### config.mk
export PLATFORM = sky130hd
export DESIGN_NAME = rcmc_mod
export DESIGN_NICKNAME = d
export VERILOG_FILES = /design/src/design/rcmc_pkg.sv /design/src/design/rcmc_mod.sv
export SDC_FILE = /design/constraint.sdc
export NUM_CORES = 1
export LEC_CHECK = 0
export BUFFER_PORTS_ARGS = -buffer_cell sky130_fd_sc_hd__buf_2
export CORE_ASPECT_RATIO = 1.2
export CORE_MARGIN = 1
export CORE_UTILIZATION = 45
export CTS_CLUSTER_SIZE = 25
export DETAILED_ROUTE_END_ITERATION = 7
export PLACE_DENSITY = 0.7
export SYNTH_ARGS = -nofsm -noshare
export SYNTH_HDL_FRONTEND = slang
export SYNTH_SLANG_ARGS = --single-unit
### constraint.sdc
create_clock -name clk_i -period 2.5 [get_ports clk_i]
set_input_delay 0.375 -clock clk_i [delete_from_list [all_inputs] [get_ports clk_i]]
set_output_delay 0.375 -clock clk_i [all_outputs]
set_load 0.02 [all_outputs]
### src/design/rcmc_pkg.sv
`timescale 1ns / 1ps
`default_nettype none
package rcmc_pkg;

  localparam int unsigned MAX_VERTICES = 256;
  localparam int unsigned MAX_EDGES    = 8192;
  localparam int unsigned VW   = $clog2(MAX_VERTICES);  // vertex id width
  localparam int unsigned EW   = $clog2(MAX_EDGES);     // edge slot width
  localparam int unsigned ECW  = EW + 1;                // edge count width
  localparam int unsigned VCW  = VW + 1;                // vertex count width
  localparam int unsigned RKW  = 4;                     // rank width
  localparam int unsigned DRW  = 21;                    // draw counter width
  localparam int unsigned SEEDW = 32;

  localparam logic [DRW-1:0]   DRAW_LIMIT = DRW'(1) << 20;
  localparam logic [SEEDW-1:0] LFSR_TAPS  = 32'h8020_0003;
  localparam logic [ECW-1:0]   BEST_RESET = ECW'(MAX_EDGES);
  localparam logic [RKW-1:0]   RANK_MAX   = '1;

  localparam logic CMD_LOAD = 1'b0;
  localparam logic CMD_RUN  = 1'b1;

  localparam logic CFG_VERTEX_COUNT = 1'b0;
  localparam logic CFG_EDGE_COUNT   = 1'b1;
  localparam int unsigned CFGW = 14;

  typedef struct packed {
    logic             command;
    logic [EW-1:0]    edge_index;
    logic [VW-1:0]    src_vertex;
    logic [VW-1:0]    dst_vertex;
    logic [SEEDW-1:0] trial_seed;
  } in_word_t;

  typedef struct packed {
    logic [ECW-1:0] cut_size;
    logic [ECW-1:0] best_cut;
    logic           stuck;
  } out_word_t;

endpackage
`default_nettype wire

### src/design/rcmc_mod.sv
`timescale 1ns / 1ps
`default_nettype none
// serial remainder, one dividend bit per cycle
module rcmc_mod (
  input  wire logic                          clk_i,
  input  wire logic                          rst_ni,
  input  wire logic                          start_i,
  input  wire logic [rcmc_pkg::SEEDW-1:0]    dividend_i,
  input  wire logic [rcmc_pkg::ECW-1:0]      divisor_i,
  output      logic                          done_o,
  output      logic [rcmc_pkg::EW-1:0]       rem_o
);

  logic                       busy_q, busy_d, done_q, done_d;
  logic [4:0]                 cnt_q, cnt_d;
  logic [rcmc_pkg::SEEDW-1:0] num_q, num_d;
  logic [rcmc_pkg::EW-1:0]    rem_q, rem_d;
  logic [rcmc_pkg::ECW-1:0]   dvs_q, dvs_d;
  logic [rcmc_pkg::ECW-1:0]   shifted;

  always_comb begin
    busy_d  = busy_q;
    done_d  = 1'b0;
    cnt_d   = cnt_q;
    num_d   = num_q;
    rem_d   = rem_q;
    dvs_d   = dvs_q;
    shifted = {rem_q, num_q[rcmc_pkg::SEEDW-1]};
    if (start_i) begin
      busy_d = 1'b1;
      cnt_d  = '0;
      num_d  = dividend_i;
      rem_d  = '0;
      dvs_d  = divisor_i;
    end else if (busy_q) begin
      num_d = {num_q[rcmc_pkg::SEEDW-2:0], 1'b0};
      if (shifted >= dvs_q) begin
        rem_d = rcmc_pkg::EW'(shifted - dvs_q);
      end else begin
        rem_d = rcmc_pkg::EW'(shifted);
      end
      cnt_d = cnt_q + 5'd1;
      if (cnt_q == 5'd31) begin
        busy_d = 1'b0;
        done_d = 1'b1;
      end
    end
  end

  always_ff @(posedge clk_i or negedge rst_ni) begin
    if (!rst_ni) begin
      busy_q <= 1'b0;
      done_q <= 1'b0;
      cnt_q  <= '0;
    end else begin
      busy_q <= busy_d;
      done_q <= done_d;
      cnt_q  <= cnt_d;
    end
  end

  always_ff @(posedge clk_i) begin
    num_q <= num_d;
    rem_q <= rem_d;
    dvs_q <= dvs_d;
  end

  assign done_o = done_q;
  assign rem_o  = rem_q;

endmodule
`default_nettype wire

==> After elaboration in Yosys (flattened, before gate mapping) <==
Index checks and enable logic that the tools add are counted.
{ "op_classes": {"n_addsub": 2, "magnitude_cmp": 1, "n_eq_ne": 1, "muxes": 11, "reduce_logical": 1} }
{ "op_table": {"columns": ["cell", "count"], "rows": [
  ["$mux W32", 2],
  ["$ge A14 B14 Y1", 1],
  ["$mux W13", 1],
  ["$sub A13 B13 Y13", 1],
  ["$mux W5", 2],
  ["$mux W1", 6],
  ["$add A5 B1 Y5 const B", 1],
  ["$eq A5 B5 Y1 const B", 1],
  ["$reduce_bool A2 Y1", 1]
]} }
{ "totals": {"register_bits": 66, "output_inout_bits": 14, "word_cells": 22} }

==> Depth between registers and ports, before layout <==
Gate-level depths: netlist (run 1).
{ "logic_depth": {"ltp_word": 4, "depth_mapped": 10} }

==> Worst setup path before layout (run 1) <==
No wires, ideal clock.
{ "synth_path": {"path_kind": "register to register", "start": "reg rem_q (netlist bit rem_o[0])", "end": "reg rem_q (netlist bit rem_o[12])", "setup_time_ns": 0.143, "t_arrival_ns": 2.333, "t_required_ns": 2.357, "slack_ns": 0.024, "stages_incl_launch_ff": 9, "path_buffers": 0, "path_cell_list": "dfxtp_1 inv_1 fa_1 and2b_1 o31a_4 o21ai_0 or4b_2 nand4_1 a311oi_1"} }
{ "synth_between": {"elab_chain_cells": 2, "word_cells_on_any_way": 3, "cone_classes": "add/sub: 1; order compare: 1; mux: 1"} }
{ "synth_lines": {"columns": ["element", "line", "rtl"], "rows": [
  ["start: declaration", "rcmc_mod.sv:17", "logic [rcmc_pkg::EW-1:0] rem_q, rem_d;"],
  ["start signal: assignment", "rcmc_mod.sv:64", "rem_q <= rem_d;"],
  ["$sub A13 B13 Y13 or $ge A14 B14 Y1 (tied branches)", "rcmc_mod.sv:38, rcmc_mod.sv:37", null],
  ["$mux W13 *", "rcmc_mod.sv:37", "if (shifted >= dvs_q) begin"]
]} }
Every way passes the cells marked *; elsewhere a longest branch is shown, timed or not.
A chain may end at the register's enable or synchronous reset.

==> Worst setup path after layout (run 1) <==
{ "layout_path": {"start": "reg num_q[31] (netlist name)", "end": "reg rem_q (netlist bit rem_o[10])"} }
{ "layout_between": {"elab_chain_cells": 2, "word_cells_on_any_way": 3, "cone_classes": "add/sub: 1; order compare: 1; mux: 1"} }
{ "layout_lines": {"columns": ["element", "line", "rtl"], "rows": [
  ["start: declaration", "rcmc_mod.sv:16", "logic [rcmc_pkg::SEEDW-1:0] num_q, num_d;"],
  ["start signal: assignment", "rcmc_mod.sv:63", "num_q <= num_d;"],
  ["$sub A13 B13 Y13 or $ge A14 B14 Y1 (tied branches)", "rcmc_mod.sv:38, rcmc_mod.sv:37", null],
  ["$mux W13 *", "rcmc_mod.sv:37", null]
]} }
Marked as above.

==> results of run 1 <==
[worst max path at each step]
| stage | slack (ns) | cells past startpoint | to |
|---|---|---|---|
| after floorplan | 0.02 | 8 | rem_o[12]$_SDFFE_PP0P_ |
| after global placement | 0.04 | 9 | rem_o[1]$_SDFFE_PP0P_ |
| after detailed placement | -0.02 | 9 | rem_o[1]$_SDFFE_PP0P_ |
| after CTS | 0.007 | 9 | rem_o[1]$_SDFFE_PP0P_ |
| after global routing | -0.02 | 9 | rem_o[1]$_SDFFE_PP0P_ |
| final | 0.1 | 9 | rem_o[10]$_SDFFE_PP0P_ |
[layout make-up]
class | instances | share of cell area (%)
tap | 90 | 2.69
timing repair buffer | 81 | 11.2
clock inverter | 6 | 1.62
multi-input combinational | 187 | 36.3
inverter | 19 | 1.71
sequential | 66 | 43.4
clock buffer | 10 | 3.05
[metrics by stage]
stage / TNS [ns] / setup slack, ns
after floorplan: 0 / 0.0241
after global placement: 0 / 0.0440
after detailed placement: -0.0213 / -0.0213
after CTS: 0 / 0.00677
after global routing: -0.0156 / -0.0156
final: 0 / 0.0953
[routing by layer]
layer | vias to the layer above | global-route usage (%) | share of wire (%) | routed length (microns)
li1 | 1222 | - | - | -
met2 | 81 | 30.4 | 49 | 3420
met1 | 1161 | 23.9 | 43 | 3040
met5 | - | 0 | 0 | 0
met3 | 13 | 4.88 | 6.0 | 420
met4 | 0 | 8.64 | 1.8 | 129
[flip-flops by register name, summed over array words and instances (netlist names)]
name	count
busy_q	1
cnt_q	5
done_o	1
dvs_q	14
num_q	32
rem_o	13
[repair_timing]
| action | 4_1_cts | 5_1_grt |
|---|---|---|
| pin swaps | 0 | 4 |
| cloned | 0 | 1 |
| buffers inserted | 1 | 3 |
| hold buffers | 1 | 0 |
| setup endpoints to repair | 2 | 12 |
| endpoints found under the hold margin | 7 | 0 |
| gates resized for setup | 1 | 9 |
[placed cells by master, fill, tap and decap left out, types with 2 or more instances in the layout]
master,synthesis,routed
a311oi_2,1,2
a41oi_1,2,2
xnor2_1,6,6
nand4b_1,2,2
xor2_1,4,4
ha_1,16,15
inv_1,18,18
dfxtp_1,13,13
dfrtp_1,7,7
nand4_1,4,4
nor2_1,23,23
a311oi_1,7,6
and3_1,4,4
o21a_1,4,4
a21oi_1,7,7
o21ai_0,10,9
edfxtp_1,46,46
a21o_1,2,2
buf_4,1,15
mux2_2,31,31
o211a_1,2,2
and2_1,3,3
clkinv_1,1,2
mux2i_1,3,3
clkinv_4,0,3
nand3_1,4,4
buf_2,1,63
clkbuf_8,0,9
nand2_1,24,24
nor3_1,2,2
[power by group]
part	leakage (uW)	internal, uW	switching, uW	total (uW)
clock	0.0000941	462	426	888
combinational	0.00109	156	146	302
sequential	0.000674	1260	28.7	1290
[kinds of logic after synthesis]
| group | after synthesis | synth area share (%) |
|---|---|---|
| AOI/OAI and AO/OA | 51 | 12.4 |
| xor gates and xnor gates | 10 | 2.56 |
| adders and majority gates | 17 | 6.44 |
| buffers and inverters | 30 | 3.66 |
| DFF | 66 | 53.1 |
| muxes | 34 | 11.1 |
| and+or+nand+nor | 75 | 10.7 |
==> results.sh, run 1 <==
export IMPL_status="completed"
export IMPL_fp_row_count=34
export IMPL_worstSkewPairLatency_ns=0.35
export IMPL_hp_class="in2reg"
export IMPL_syn_inst=283
export IMPL_utilization_pct=57.1
export IMPL_cts_tree="yes"
export IMPL_synth_cell_types=57
export IMPL_syn_area_per_cell_sq_um=12.1
export IMPL_drc=0
export IMPL_grt_use_total_pct=19.1
export IMPL_yosysMostFrequentCell="edfxtp_1"
export IMPL_cp_max_fo=4
export IMPL_syn_num_nets=349
export IMPL_portBuffers=62
export IMPL_layout_drive_gt1_share_pct=37.7
export IMPL_post_dp_hpwl_mm=4.91
export IMPL_routedWlPerCell_microns=15.3
export IMPL_placedCellCount=437
export IMPL_synth_seq_area_share_pct=53.1
export IMPL_antenna_found_initial=0
export IMPL_synth_ff_type="edfxtp_1"
export IMPL_r2r_setup_slack_ns=0.1
export IMPL_dpl_cell_area_sq_um=3890
export IMPL_min_to="dvs_q[1]$_DFFE_PP_"
export IMPL_hp_start="divisor_i[1]"
export IMPL_max_freq_mhz=416
export IMPL_critical_path_startpoint="num_q[31]$_DFFE_PP_"
export IMPL_finalSetupViolCount=0
export IMPL_synthArstFlopShare_pct=10.6
export IMPL_clk_pin_slew_ns=0.08
export IMPL_fp_dieW_microns=81.6
export IMPL_path_cells="inv_1 -> ha_2 -> fa_2 -> and2b_1 -> o31a_4 -> o21a_1 -> or3_1 -> a211oi_1 -> a2111oi_2"
export IMPL_drt_iter0_markers=169
export IMPL_vias=2477
export IMPL_crit_path_start_kind="flip-flop"
export IMPL_start_util_pct=46.8
export IMPL_fillers=648
export IMPL_period_share_pct=96.2
export IMPL_routed_via_density=5.40
export IMPL_num_nets_final=430
export IMPL_grt_remaining_overflow=0
export IMPL_crit_arrival_ns=2.63
export IMPL_core_sq_um=7320
export IMPL_worstHoldPathCells=1
export IMPL_postRouteWirelength_mm=7.02
export IMPL_final_cells=459
export IMPL_stdcell_area_sq_um=4180
export IMPL_skew_ns=0.0116
export IMPL_report_final_slew_viol_count=0
export IMPL_first_pass_iters=4
export IMPL_regArea_sq_um=1820
export IMPL_root_buffer="clkbuf_8"
export IMPL_synth_largest_area_cell="edfxtp_1"
export IMPL_vdd_ir_drop_max_uv=415
export IMPL_numCtsBuffers=9
export IMPL_crit_family="compound AO/OA/AOI/OAI gates"
export IMPL_synth_edf_count=46
export IMPL_h_tree_depth=3
export IMPL_clock_path_buffers=2
export IMPL_io_pins=63
export IMPL_yosysWarnings=0
export IMPL_critPathSlowestCell="edfxtp_1"
export IMPL_synth_area_sq_um=3420
export IMPL_drtAntennaViolNets=0
export IMPL_synth_top_cell_area_share_pct=40.4
export IMPL_ys_top_cells_by_area="edfxtp_1 (40%), mux2_2 (10%), dfxtp_1 (7.6%), ha_1 (5.9%), dfrtp_1 (5.1%)"
export IMPL_synthTopCellsByCount="edfxtp_1 (46), mux2_2 (31), nand2_1 (24)"
export IMPL_cts_sinks=66
export IMPL_hold_viol=0
export IMPL_gp_congestion=0.830
export IMPL_dieArea_sq_um=7960
export IMPL_total_power_uw=2480
export IMPL_finalCriticalPeriod_ns=2.40
export IMPL_grt_pass1_vias=2508
export IMPL_critPathMaxStageDelay_ns=0.39
export IMPL_syn2layout_area_growth_pct=22.2
export IMPL_leakage_uw=0.00186
export IMPL_cp_end_kind="flip-flop"
export IMPL_reg2reg_depth=9
export IMPL_power_density_nw_per_um2=592
export IMPL_r2r_start="num_q[31]$_DFFE_PP_"
export IMPL_die_h_microns=97.5
export IMPL_cap_violations=0
export IMPL_slew_headroom_pct=73.3
export IMPL_cp_required_ns=2.72
export IMPL_grt_max_degree=33
export IMPL_ys_seq_elements=66
export IMPL_worst_slew_pin_slew_ns=0.400
export IMPL_worstReg2RegEnd="rem_o[10]$_SDFFE_PP0P_"
export IMPL_multiInputGateArea_sq_um=1520
export IMPL_n_antenna_cell=0
export IMPL_hold_slack_ns=0.197
export IMPL_grt_pass1_wl_mm=11.4
export IMPL_critPathKind="reg2reg"
export IMPL_path_buf_inv=1
Note: power is estimated with default switching activity, not from simulation.
==> run 2: changes to the inputs <==
- GPL_TIMING_DRIVEN: not set -> 0
- PLACE_DENSITY: 0.7 -> 0.68
- clock period: 2.5 -> 2.8 ns (I/O delays scaled with it)
==> run 2 against run 1 <==
Net effect: global-route usage up 0.32 points; first-iteration DRC count decreased by 13%; core utilization down 1.6 points; sequential share of layout area grew 1.3 points; sequential power decreased by 11%; highest routed layer unchanged; largest power group unchanged; sequential cell count unchanged; critical path type unchanged; via count down 1.6%; fmax fell by 7.6%; clock-buffer cell count down 1; routed wire length shrank 1.9%; largest cell class unchanged.
==> results.sh, run 2 (synthesis results as in run 1) <==
export IMPL_post_dp_hpwl_mm=4.96
export IMPL_final_common_cell="buf_2"
export IMPL_r2r_setup_slack_ns=0.20
export IMPL_busiest_layer="met2"
export IMPL_slew_headroom_pct=13.6
export IMPL_period_share_pct=92.9
export IMPL_vias=2437
export IMPL_hold_viol=0
export IMPL_die_h_microns=97.5
export IMPL_worstSkewPairLatency_ns=0.35
export IMPL_critPathMaxStageDelay_ns=0.50
export IMPL_n_antenna_cell=0
export IMPL_crit_family="compound AO/OA/AOI/OAI gates"
export IMPL_core_sq_um=7320
export IMPL_hp_class="in2reg"
export IMPL_routedWlPerCell_microns=15.2
export IMPL_report_final_slew_viol_count=0
export IMPL_critPathKind="reg2reg"
export IMPL_status="completed"
export IMPL_cp_end_kind="flip-flop"
export IMPL_cap_violations=0
export IMPL_routed_via_density=5.39
export IMPL_portBuffers=62
export IMPL_clock_path_buffers=2
export IMPL_root_buffer="clkbuf_8"
export IMPL_met1_usage_pct=23.6
export IMPL_cts_sinks=66
export IMPL_first_pass_iters=4
export IMPL_drtAntennaViolNets=0
export IMPL_fp_dieW_microns=81.6
export IMPL_grt_pass1_vias=2564
export IMPL_drt_iter0_markers=147
export IMPL_fp_row_count=34
export IMPL_top_register="num_q"
export IMPL_cp_max_fo=10
export IMPL_power_density_nw_per_um2=541
export IMPL_max_freq_mhz=384
export IMPL_dieArea_sq_um=7960
export IMPL_leakage_uw=0.00180
export IMPL_crit_arrival_ns=2.83
export IMPL_start_util_pct=46.8
export IMPL_path_buf_inv=2
export IMPL_largest_register_ffs=32
export IMPL_finalCriticalPeriod_ns=2.60
export IMPL_drc=0
export IMPL_io_pins=63
export IMPL_finalSetupViolCount=0
export IMPL_layout_common_cells="buf_2 (63), edfxtp_1 (46), mux2_2 (31), nand2_1 (24), nor2_1 (23)"
export IMPL_h_tree_depth=3
export IMPL_grt_pass1_wl_mm=11.7
export IMPL_grt_use_total_pct=19.4
export IMPL_layout_drive_gt1_share_pct=33.1
export IMPL_worst_slew_pin_slew_ns=1.29
export IMPL_cp_required_ns=3.03
export IMPL_crit_path_start_kind="flip-flop"
export IMPL_syn2layout_area_growth_pct=18.7
export IMPL_num_nets_final=423
export IMPL_rsz0062_at_grt="false"
export IMPL_skew_ns=0.0156
export IMPL_cts_tree="yes"
export IMPL_critPathSlowestCell="o41a_4"
export IMPL_fin_tns_setup_ns=0
export IMPL_use_met2_pct=32.2
export IMPL_grt_remaining_overflow=0
export IMPL_timing_final_ws_setup_ns=0.199
export IMPL_postRouteWirelength_mm=6.88
export IMPL_grt_max_degree=33
export IMPL_clk_pin_slew_ns=0.08
export IMPL_numCtsBuffers=9
export IMPL_antenna_found_initial=0
export IMPL_pre_cts_ws_ns=0.0992
export IMPL_grtUsageMet3_pct=5.54
export IMPL_gp_congestion=0.817
export IMPL_path_cells="inv_1 -> ha_1 -> fa_1 -> and2b_1 -> o31a_4 -> nor3_2 -> o41a_4 -> buf_6 -> a41oi_1 -> o21ai_0"
export IMPL_vdd_ir_drop_max_uv=534
-- run 2: worst paths after layout --
path                       cells past startpoint                endpoint             startpoint
setup / recovery                              10  rem_o[11]$_SDFFE_PP0P_    num_q[31]$_DFFE_PP_
hold / removal                                 1      dvs_q[9]$_DFFE_PP_           divisor_i[9]
setup reg to reg                              10  rem_o[11]$_SDFFE_PP0P_    num_q[31]$_DFFE_PP_
hold reg to reg                                2   rem_o[3]$_SDFFE_PP0P_  rem_o[2]$_SDFFE_PP0P_
max in group asynchronous                      2        busy_q$_DFF_PN0_                 rst_ni
min in group asynchronous                      2    cnt_q[2]$_DFFE_PN0P_                 rst_ni
-- run 2: repair_timing --
action,in CTS,in global routing
setup buffers,0,0
hold buffers,1,0
hold endpoints to repair,7,0
gates resized for setup,0,3
endpoints found under the setup margin,0,11
-- run 2: per-layer routing --
layer,vias up,part of all wire (%)
met4,0,1.8
met1,1139,43
met5,-,0
li1,1210,-
met2,74,50
met3,14,5.2
-- run 2: power breakdown --
part / switching (uW) / internal [uW]
clock network: 387 / 409
registers: 25.0 / 1120
logic: 125 / 128
-- run 2: cell type report --
cell class / instances / area, sq um
clock inverters: 7 / 68.8
well taps: 90 / 113
repair buffers: 63 / 320
multi-input cells: 187 / 1490
fillers: 659 / 3260
inverters: 19 / 71.3
flip-flops and latches: 66 / 1820
plain buffers: 11 / 57.6
clock buffers: 9 / 124
-- run 2: worst register-to-register path, delay by kind of cell (launching register included) --
family | cells | cell delay [ns]
and+or+nand+nor | 2 | 0.33
AOI/OAI and AO/OA | 4 | 0.97
DFF | 1 | 0.36
buffers and inverters | 2 | 0.21
adders and majority gates | 2 | 0.63
-- run 2: stage by stage --
step	hold WS [ns]	total power, uW	utilization (%)	instances	instance area [sq um]
2_1_floorplan	0.124	1340	-	283	3420
3_3_place_gp	0.257	1410	52.5	435	3840
3_5_place_dp	0.260	1420	52.5	435	3840
4_1_cts	0.228	2210	55.3	452	4050
5_1_grt	0.227	2290	55.5	452	4060
6_report	0.240	2200	55.5	452	4060
